`src/rtl/olp_pkg.sv`:
```
// Shared constants, codes and types of the one-pole low-pass filter.
`default_nettype none

package olp_pkg;

    localparam int COEF_FRAC_BITS = 24;

    localparam int SAMPLE_W = 32;
    localparam int GAIN_W   = 32;
    localparam int NORM_W   = 25;
    localparam int FMT_W    = 2;
    localparam int ACC_W    = 64;
    localparam int MUL_W    = 32;
    localparam int CFG_IDX_W = 2;
    localparam int CFG_DATA_W = 32;

    // Register indexes on the configuration port.
    localparam logic [CFG_IDX_W-1:0] CFG_SAMPLE_FORMAT = 2'd0;
    localparam logic [CFG_IDX_W-1:0] CFG_COEF_GAIN     = 2'd1;
    localparam logic [CFG_IDX_W-1:0] CFG_COEF_NORM     = 2'd2;

    // Sample formats.
    localparam logic [FMT_W-1:0] FMT_S8  = 2'd0;
    localparam logic [FMT_W-1:0] FMT_U8  = 2'd1;
    localparam logic [FMT_W-1:0] FMT_S16 = 2'd2;
    localparam logic [FMT_W-1:0] FMT_S32 = 2'd3;

    localparam logic [FMT_W-1:0]  FMT_RESET  = FMT_S8;
    localparam logic [GAIN_W-1:0] GAIN_RESET = 32'd16777216;
    localparam logic [NORM_W-1:0] NORM_RESET = 25'd8388608;

    localparam logic [SAMPLE_W-1:0] U8_OFFSET = 32'd128;

    localparam logic signed [ACC_W-1:0] ACC_MAX = 64'sh7FFF_FFFF_FFFF_FFFF;
    localparam logic signed [ACC_W-1:0] ACC_MIN = 64'sh8000_0000_0000_0000;

    // Operands of the shared saturating adder: result is a + b or a - b.
    typedef struct packed {
        logic signed [ACC_W-1:0] a;
        logic signed [ACC_W:0]   b;
        logic                    sub;
    } add_req_t;

endpackage

`default_nettype wire

```
`src/rtl/olp_mul.sv`:
```
// Shared 32 by 32 unsigned multiplier with a registered product.
`default_nettype none

module olp_mul (
    input  wire logic                            aclk,
    input  wire logic [olp_pkg::MUL_W-1:0]       op_a,
    input  wire logic [olp_pkg::MUL_W-1:0]       op_b,
    output logic      [2*olp_pkg::MUL_W-1:0]     prod_reg
);
    import olp_pkg::*;

    logic [2*MUL_W-1:0] prod_next;

    assign prod_next = op_a * op_b;

    always_ff @(posedge aclk) begin
        prod_reg <= prod_next;
    end

endmodule

`default_nettype wire

```
`src/rtl/olp_add.sv`:
```
// Shared 64-bit adder and subtractor with saturated and raw results.
`default_nettype none

module olp_add (
    input  wire olp_pkg::add_req_t                req,
    output logic signed [olp_pkg::ACC_W-1:0]      sum_sat,
    output logic        [olp_pkg::ACC_W-1:0]      sum_raw
);
    import olp_pkg::*;

    logic signed [ACC_W+1:0] a_ext;
    logic signed [ACC_W+1:0] b_ext;
    logic signed [ACC_W+1:0] sum;

    assign a_ext = {{2{req.a[ACC_W-1]}}, req.a};
    assign b_ext = {req.b[ACC_W], req.b};
    assign sum   = req.sub ? (a_ext - b_ext) : (a_ext + b_ext);

    // The raw low word serves magnitudes, where the most negative value maps to 2^63.
    assign sum_raw = sum[ACC_W-1:0];

    always_comb begin
        if (sum[ACC_W+1:ACC_W-1] == 3'b000 || sum[ACC_W+1:ACC_W-1] == 3'b111) begin
            sum_sat = sum[ACC_W-1:0];
        end else if (sum[ACC_W+1]) begin
            sum_sat = ACC_MIN;
        end else begin
            sum_sat = ACC_MAX;
        end
    end

endmodule

`default_nettype wire

```
`src/rtl/one_pole_lowpass_saturating.sv`:
```
// Top level: configuration registers, sequencer and datapath of the one-pole low-pass filter.
// A sample with nonzero gain passes the states GX, ACC, MAG1, MLO1, MHI1, CMB1, Y, D, MAG2,
// MLO2, MHI2, CMB2, INT and DONE before it shows on m_valid, as its five products share one
// 32x32 multiplier and its eight sums share one 64-bit adder. A new sample is taken only in
// idle; with zero gain it skips to DONE. A result waiting on m_ready holds the sequencer.
// Synchronous active-low reset restores the register defaults and clears the integrator.
`default_nettype none

module one_pole_lowpass_saturating (
    input  wire logic                                 aclk,
    input  wire logic                                 aresetn,
    input  wire logic                                 cfg_valid,
    output logic                                      cfg_ready,
    input  wire logic [olp_pkg::CFG_IDX_W-1:0]        cfg_index,
    input  wire logic [olp_pkg::CFG_DATA_W-1:0]       cfg_data,
    input  wire logic                                 s_valid,
    output logic                                      s_ready,
    input  wire logic signed [olp_pkg::SAMPLE_W-1:0]  s_sample_in,
    input  wire logic                                 s_block_start,
    output logic                                      m_valid,
    input  wire logic                                 m_ready,
    output logic signed [olp_pkg::SAMPLE_W-1:0]       m_sample_out
);
    import olp_pkg::*;

    localparam int ST_W = 4;
    localparam logic [ST_W-1:0] ST_IDLE = 4'd0;
    localparam logic [ST_W-1:0] ST_GX   = 4'd1;
    localparam logic [ST_W-1:0] ST_ACC  = 4'd2;
    localparam logic [ST_W-1:0] ST_MAG1 = 4'd3;
    localparam logic [ST_W-1:0] ST_MLO1 = 4'd4;
    localparam logic [ST_W-1:0] ST_MHI1 = 4'd5;
    localparam logic [ST_W-1:0] ST_CMB1 = 4'd6;
    localparam logic [ST_W-1:0] ST_Y    = 4'd7;
    localparam logic [ST_W-1:0] ST_D    = 4'd8;
    localparam logic [ST_W-1:0] ST_MAG2 = 4'd9;
    localparam logic [ST_W-1:0] ST_MLO2 = 4'd10;
    localparam logic [ST_W-1:0] ST_MHI2 = 4'd11;
    localparam logic [ST_W-1:0] ST_CMB2 = 4'd12;
    localparam logic [ST_W-1:0] ST_INT  = 4'd13;
    localparam logic [ST_W-1:0] ST_DONE = 4'd14;

    localparam int LO_W  = ACC_W - COEF_FRAC_BITS;
    localparam int INT_W = ACC_W - 1 - COEF_FRAC_BITS;

    logic [ST_W-1:0]            state_reg, state_next;
    logic [FMT_W-1:0]           fmt_reg;
    logic [GAIN_W-1:0]          gain_reg;
    logic [NORM_W-1:0]          norm_reg;
    logic signed [ACC_W-1:0]    integ_reg;
    logic signed [SAMPLE_W-1:0] x_reg;
    logic [MUL_W-1:0]           xmag_reg;
    logic                       xneg_reg;
    logic signed [ACC_W-1:0]    t_reg;
    logic signed [ACC_W-1:0]    y_reg;
    logic [ACC_W-1:0]           mag_reg;
    logic                       sgn_reg;
    logic [LO_W-1:0]            lo_reg;
    logic [SAMPLE_W-1:0]        res_reg;
    logic                       m_valid_reg;
    logic signed [SAMPLE_W-1:0] m_data_reg;

    logic signed [SAMPLE_W-1:0] x_dec;
    logic signed [ACC_W-1:0]    xs;
    logic [MUL_W-1:0]           mul_a, mul_b;
    logic [2*MUL_W-1:0]         prod;
    logic [ACC_W-1:0]           hi_sh;
    logic                       hi_ovf;
    add_req_t                   add_req;
    logic signed [ACC_W-1:0]    add_sat;
    logic [ACC_W-1:0]           add_raw;
    logic [INT_W-1:0]           y_int;
    logic [SAMPLE_W-1:0]        pos_lim, neg_lim;
    logic [SAMPLE_W-1:0]        clamp_res, out_res;
    logic                       accept, out_free;

    assign cfg_ready    = 1'b1;
    assign s_ready      = (state_reg == ST_IDLE);
    assign accept       = s_valid && s_ready;
    assign out_free     = !m_valid_reg || m_ready;
    assign m_valid      = m_valid_reg;
    assign m_sample_out = m_data_reg;

    always_comb begin
        unique case (fmt_reg)
            FMT_S8:  x_dec = {{24{s_sample_in[7]}}, s_sample_in[7:0]};
            FMT_U8:  x_dec = $signed({24'd0, s_sample_in[7:0]}) - $signed(U8_OFFSET);
            FMT_S16: x_dec = {{16{s_sample_in[15]}}, s_sample_in[15:0]};
            FMT_S32: x_dec = s_sample_in;
        endcase
    end

    assign xs = {{(ACC_W-SAMPLE_W-COEF_FRAC_BITS){x_reg[SAMPLE_W-1]}}, x_reg,
                 {COEF_FRAC_BITS{1'b0}}};

    always_comb begin
        unique case (state_reg)
            ST_GX: begin
                mul_a = xmag_reg;
                mul_b = gain_reg;
            end
            ST_MLO1: begin
                mul_a = mag_reg[MUL_W-1:0];
                mul_b = MUL_W'(norm_reg);
            end
            ST_MHI1: begin
                mul_a = mag_reg[ACC_W-1:MUL_W];
                mul_b = MUL_W'(norm_reg);
            end
            ST_MLO2: begin
                mul_a = mag_reg[MUL_W-1:0];
                mul_b = gain_reg;
            end
            ST_MHI2: begin
                mul_a = mag_reg[ACC_W-1:MUL_W];
                mul_b = gain_reg;
            end
            default: begin
                mul_a = '0;
                mul_b = '0;
            end
        endcase
    end

    olp_mul u_mul (
        .aclk     (aclk),
        .op_a     (mul_a),
        .op_b     (mul_b),
        .prod_reg (prod)
    );

    // High partial product placed above the low one; too large a high part saturates.
    assign hi_sh  = prod << (MUL_W - COEF_FRAC_BITS);
    assign hi_ovf = (prod[2*MUL_W-1:MUL_W-1+COEF_FRAC_BITS] != '0);

    always_comb begin
        add_req = '0;
        unique case (state_reg)
            ST_ACC: begin
                add_req.a   = integ_reg;
                add_req.b   = {1'b0, prod};
                add_req.sub = xneg_reg;
            end
            ST_MAG1, ST_MAG2: begin
                add_req.b   = {t_reg[ACC_W-1], t_reg};
                add_req.sub = t_reg[ACC_W-1];
            end
            ST_CMB1, ST_CMB2: begin
                add_req.a   = $signed(hi_sh);
                add_req.b   = {{(ACC_W+1-LO_W){1'b0}}, lo_reg};
            end
            ST_Y: begin
                add_req.b   = {t_reg[ACC_W-1], t_reg};
                add_req.sub = sgn_reg;
            end
            ST_D: begin
                add_req.a   = xs;
                add_req.b   = {y_reg[ACC_W-1], y_reg};
                add_req.sub = 1'b1;
            end
            ST_INT: begin
                add_req.a   = y_reg;
                add_req.b   = {t_reg[ACC_W-1], t_reg};
                add_req.sub = sgn_reg;
            end
            default: begin
                add_req = '0;
            end
        endcase
    end

    olp_add u_add (
        .req     (add_req),
        .sum_sat (add_sat),
        .sum_raw (add_raw)
    );

    // Output sample: integer part of the magnitude, clamped, then signed and offset.
    always_comb begin
        unique case (fmt_reg)
            FMT_S8, FMT_U8: begin
                pos_lim = 32'd127;
                neg_lim = 32'd128;
            end
            FMT_S16: begin
                pos_lim = 32'd32767;
                neg_lim = 32'd32768;
            end
            FMT_S32: begin
                pos_lim = 32'h7FFF_FFFF;
                neg_lim = 32'h8000_0000;
            end
        endcase
    end

    assign y_int = t_reg[ACC_W-2:COEF_FRAC_BITS];

    always_comb begin
        if (sgn_reg) begin
            if (y_int > INT_W'(neg_lim)) begin
                clamp_res = '0 - neg_lim;
            end else begin
                clamp_res = '0 - y_int[SAMPLE_W-1:0];
            end
        end else begin
            if (y_int > INT_W'(pos_lim)) begin
                clamp_res = pos_lim;
            end else begin
                clamp_res = y_int[SAMPLE_W-1:0];
            end
        end
        out_res = (fmt_reg == FMT_U8) ? (clamp_res + U8_OFFSET) : clamp_res;
    end

    always_comb begin
        state_next = state_reg;
        unique case (state_reg)
            ST_IDLE: begin
                if (accept) begin
                    state_next = (gain_reg == '0) ? ST_DONE : ST_GX;
                end
            end
            ST_GX:   state_next = ST_ACC;
            ST_ACC:  state_next = ST_MAG1;
            ST_MAG1: state_next = ST_MLO1;
            ST_MLO1: state_next = ST_MHI1;
            ST_MHI1: state_next = ST_CMB1;
            ST_CMB1: state_next = ST_Y;
            ST_Y:    state_next = ST_D;
            ST_D:    state_next = ST_MAG2;
            ST_MAG2: state_next = ST_MLO2;
            ST_MLO2: state_next = ST_MHI2;
            ST_MHI2: state_next = ST_CMB2;
            ST_CMB2: state_next = ST_INT;
            ST_INT:  state_next = ST_DONE;
            ST_DONE: begin
                if (out_free) begin
                    state_next = ST_IDLE;
                end
            end
            default: state_next = ST_IDLE;
        endcase
    end

    always_ff @(posedge aclk) begin
        if (!aresetn) begin
            state_reg   <= ST_IDLE;
            fmt_reg     <= FMT_RESET;
            gain_reg    <= GAIN_RESET;
            norm_reg    <= NORM_RESET;
            integ_reg   <= '0;
            m_valid_reg <= 1'b0;
        end else begin
            state_reg <= state_next;

            if (cfg_valid && cfg_ready) begin
                unique case (cfg_index)
                    CFG_SAMPLE_FORMAT: fmt_reg  <= cfg_data[FMT_W-1:0];
                    CFG_COEF_GAIN:     gain_reg <= cfg_data[GAIN_W-1:0];
                    CFG_COEF_NORM:     norm_reg <= cfg_data[NORM_W-1:0];
                    default: begin
                    end
                endcase
            end

            if (state_reg == ST_DONE && out_free) begin
                m_valid_reg <= 1'b1;
            end else if (m_valid_reg && m_ready) begin
                m_valid_reg <= 1'b0;
            end

            unique case (state_reg)
                ST_IDLE: begin
                    if (accept) begin
                        x_reg    <= x_dec;
                        xneg_reg <= x_dec[SAMPLE_W-1];
                        xmag_reg <= x_dec[SAMPLE_W-1] ? ('0 - x_dec) : x_dec;
                        // With zero gain the sample passes through; an unsigned one
                        // returns as its raw byte.
                        res_reg  <= (fmt_reg == FMT_U8) ? {24'd0, s_sample_in[7:0]} : x_dec;
                        if (s_block_start) begin
                            integ_reg <= '0;
                        end
                    end
                end
                ST_ACC, ST_D: begin
                    t_reg <= add_sat;
                end
                ST_MAG1, ST_MAG2: begin
                    mag_reg <= add_raw;
                    sgn_reg <= t_reg[ACC_W-1];
                end
                ST_MHI1, ST_MHI2: begin
                    lo_reg <= prod[2*MUL_W-1:COEF_FRAC_BITS];
                end
                ST_CMB1, ST_CMB2: begin
                    t_reg <= hi_ovf ? ACC_MAX : add_sat;
                end
                ST_Y: begin
                    y_reg   <= add_sat;
                    res_reg <= out_res;
                end
                ST_INT: begin
                    integ_reg <= add_sat;
                end
                ST_DONE: begin
                    if (out_free) begin
                        m_data_reg <= res_reg;
                    end
                end
                default: begin
                end
            endcase
        end
    end

endmodule

`default_nettype wire
```
`config.mk`:
```
export PLATFORM = sky130hd
export DESIGN_NAME = one_pole_lowpass_saturating
export DESIGN_NICKNAME = d
export VERILOG_FILES = /design/src/rtl/olp_pkg.sv /design/src/rtl/olp_mul.sv /design/src/rtl/olp_add.sv /design/src/rtl/one_pole_lowpass_saturating.sv
export SDC_FILE = /design/constraint.sdc
export NUM_CORES = 2
export LEC_CHECK = 0
export BUFFER_PORTS_ARGS = -buffer_cell sky130_fd_sc_hd__buf_2
export CAP_MARGIN = 15
export CORE_UTILIZATION = 30
export CTS_CLUSTER_DIAMETER = 80
export DETAILED_ROUTE_END_ITERATION = 12
export GPL_TIMING_DRIVEN = 0
export PLACE_DENSITY = 0.5
export SKIP_LAST_GASP = 1
export SYNTH_ARGS = -nofsm -noshare
export SYNTH_HDL_FRONTEND = slang
export SYNTH_HIERARCHICAL = 1
export SYNTH_SLANG_ARGS = --single-unit
```
`constraint.sdc`:
```
create_clock -name aclk -period 26.5 [get_ports aclk]
set_input_delay 1.325 -clock aclk [delete_from_list [all_inputs] [get_ports aclk]]
set_output_delay 1.325 -clock aclk [all_outputs]
set_load 0.005 [all_outputs]
```
==> impl_metrics.yaml <==
outcome:
  outcome: "finished, final reports clean"
min_path:
  holdPathEnd: "m_sample_out[1]"
  hold_path_startpoint: "res_reg[1]"
  hp-class: "reg -> reg"
  hold_path_depth: 0
route:
  wl_um: 297000
  num_vias: 54500
  firstDrtPassIters: 13
  antenna_left: 0
  viasPerCell: 5.35
  first_iter_violations: 6268
  drc: 0
  wl_per_cell_um: 29.2
placed_design:
  port_buffers: 104
  gp_routability_congestion: 0.998
  dpl-instance-area_um2: 69300
  hpwlAfterDp_um: 250000
cells_and_area:
  final_cell_mix: "inv_1 (1069), nand2_1 (954), fa_1 (897)"
  layout.nets: 8602
  layout_commonest_cell: "inv_1"
  fill_cells: 22400
  syn2layout_area_growth_pct: 10.6
  fin_area_um2: 71600
  drive_gt1_share_pct: 5.12
setup_path:
  rr_endpoint: "u_mul/prod_reg[61]"
  endpoint_kind: "flop"
  r2r_cells: 29
  required_ns: 27.05
  startpoint_type: "flop"
  crit_type: "reg -> reg"
  crit_path_top_delay_cell: "clkbuf_1"
  crit_buf_inv: 8
  r2r_start: "state_reg[2]"
  slowest_delay_ns: 0.83
  r2r_setup_slack_ns: 14.25
  crit_fanout: 10
  arrival_ns: 12.81
  path_delay_family: "adder cells"
  worst_path_most_repeated_cell: "fa_1"
clock_network:
  postCtsResizedCells: 0
  cts_setup_buffers: 0
  cts.sink_count: 552
  h-tree-depth: 3
  root_buffer: "clkbuf_16"
  cts_buffer_depth: 3
  cts_tree: "yes"
  clkTransAtPathRegs_ns: 0.06
  cts_buffers: 66
  clock_latency_ns: 0.66
  cts_hold_buf: 0
yosys:
  synth.area.top_cells: "fa_1 (28%), edfxtp_1 (17%), ha_1 (6.9%), inv_1 (6.2%), dfxtp_1 (5.9%)"
  synth_top_area_cell: "fa_1"
  synthesis.nets: 8398
  yosys_warnings: 6
  async_reset_ff_share_pct: 0
  syn_inst: 7070
  synth_area_um2: 64800
  synth_edf_count: 360
  yosys.cell_types.count: 121
  seq_area_frac_synth_pct: 22.6
  ys.flop_type: "edfxtp_1"
  syn_avg_cell_area_um2: 9.16
  synth_top_area_share_pct: 27.7
  ys_ff_latch: 552
sta:
  drv_slew: 0
  tightest_slew_ns: 1.40
  max_clock_freq_mhz: 81.6
  tns_ns: 0
  period_needed_ns: 12.25
  rsz0062_at_grt: "false"
  finalSetupViolCount: 0
  slew_headroom_pct: 6.53
  finalClockSkew_ns: 0.0393
  timing.final.crit_share_pct: 46.2
  hold_viol: 0
power_and_ir_drop:
  total_power_w: 0.00559
  leakagePower_nw: 31.5
  power_density_nw_per_um2: 78.1
  ir_drop_uv: 54.1
global_route:
  grt_pass1_wl_um: 420000
  grt-ovfl-total: 0
  grt_use_total_pct: 27.1
  grt_pass1_vias: 55700
  grt_max_degree: 65
  antenna_found_initial: 11
floorplan:
  design.portCount: 107
  core_um2: 215000
  initial_core_util_pct: 30.2
  chipWidth_um: 467
  die_area_um2: 218000
  fp-row-count: 170
  die_y_um: 467
flow_run:
  max_cap_violations: 0
report_power, final:
| group | switching (W) | total [W] | internal [W] | leakage [nW] |
|---|---|---|---|---|
| clock network | 0.000408 | 0.000944 | 0.000536 | 1.08 |
| registers | 0.000115 | 0.00133 | 0.00122 | 4.84 |
| logic | 0.00242 | 0.00332 | 0.000899 | 25.6 |
| total | 0.00294 | 0.00559 | 0.00265 | 31.5 |
worst max path at each step:
stage,from,to,slack [ns],depth (start not counted)
after detailed placement,state_reg[3],u_mul/prod_reg[60],14.36,35
after global placement,state_reg[2],u_mul/prod_reg[60],12.97,33
after global routing,state_reg[3],u_mul/prod_reg[60],13.68,35
after CTS,state_reg[3],u_mul/prod_reg[60],14.28,32
final,state_reg[2],u_mul/prod_reg[61],14.25,29
after floorplan,state_reg[3],u_mul/prod_reg[61],17.58,30
worst reg2reg max path: cells and delay by family, from the launching register on:
kind                       cells  cell delay [ns]
adders and majority gates      9             5.01
and+or+nand+nor                6             2.42
buffers and inverters          8             2.21
AOI/OAI and AO/OA              5             2.08
DFF                            1             0.30
xor gates and xnor gates       1             0.17
final cells by class:
| type | count | area (um^2) | share of cell area [%] |
|---|---|---|---|
| clock inverters | 42 | 467 | 0.652 |
| inverters | 1071 | 4020 | 5.61 |
| flip-flops and latches | 552 | 14700 | 20.5 |
| well taps | 2838 | 3550 | 4.96 |
| repair buffers | 136 | 992 | 1.39 |
| plain buffers | 462 | 1970 | 2.75 |
| clock buffers | 80 | 1770 | 2.47 |
| multi-input cells | 4985 | 44200 | 61.7 |
| diodes | 7 | 17.5 | 0.0245 |
cell usage after synthesis, types with 151 or more instances:
| library cell | number |
|---|---|
| inv_1 | 1069 |
| nand2_1 | 954 |
| fa_1 | 897 |
| and2_1 | 614 |
| clkbuf_1 | 393 |
| edfxtp_1 | 360 |
| ha_1 | 359 |
| a21oi_1 | 325 |
| nor2_1 | 261 |
| dfxtp_1 | 192 |
| xnor2_1 | 181 |
| o21ai_0 | 158 |
| a222oi_1 | 151 |
routing by layer:
layer / GRT usage, % / vias to the layer above / share of wire [%]
met4: 14.9 / 6 / 6.6
li1: - / 23500 / -
met1: 34.1 / 27800 / 40
met3: 3.56 / 614 / 6.9
met2: 44.9 / 2504 / 47
met5: 0 / - / 0.012
logic make-up after synthesis:
kind of cell,count (synthesis),share of synthesized area (%)
buffers and inverters,1533,9.25
multiplexers,12,0.191
adder cells (fa/ha/maj),1256,34.7
other,1,0.00579
XOR/XNOR,251,3.41
AO/OA/AOI/OAI,1107,11.7
AND/OR/NAND/NOR,2358,18.1
flip-flops,552,22.6
metrics by stage:
stage          utilization, %  setup slack, ns  instances  hold slack (ns)
3_5_place_dp             32.3            14.36      10000            0.405
2_1_floorplan               -            17.58       7070            0.400
4_1_cts                  33.4            14.28      10200            0.418
5_1_grt                  33.4            13.68      10200            0.432
3_3_place_gp             32.1            12.97      10000            0.404
6_report                 33.4            14.25      10200            0.417
No activity file was read; power rests on OpenSTA's default activity.
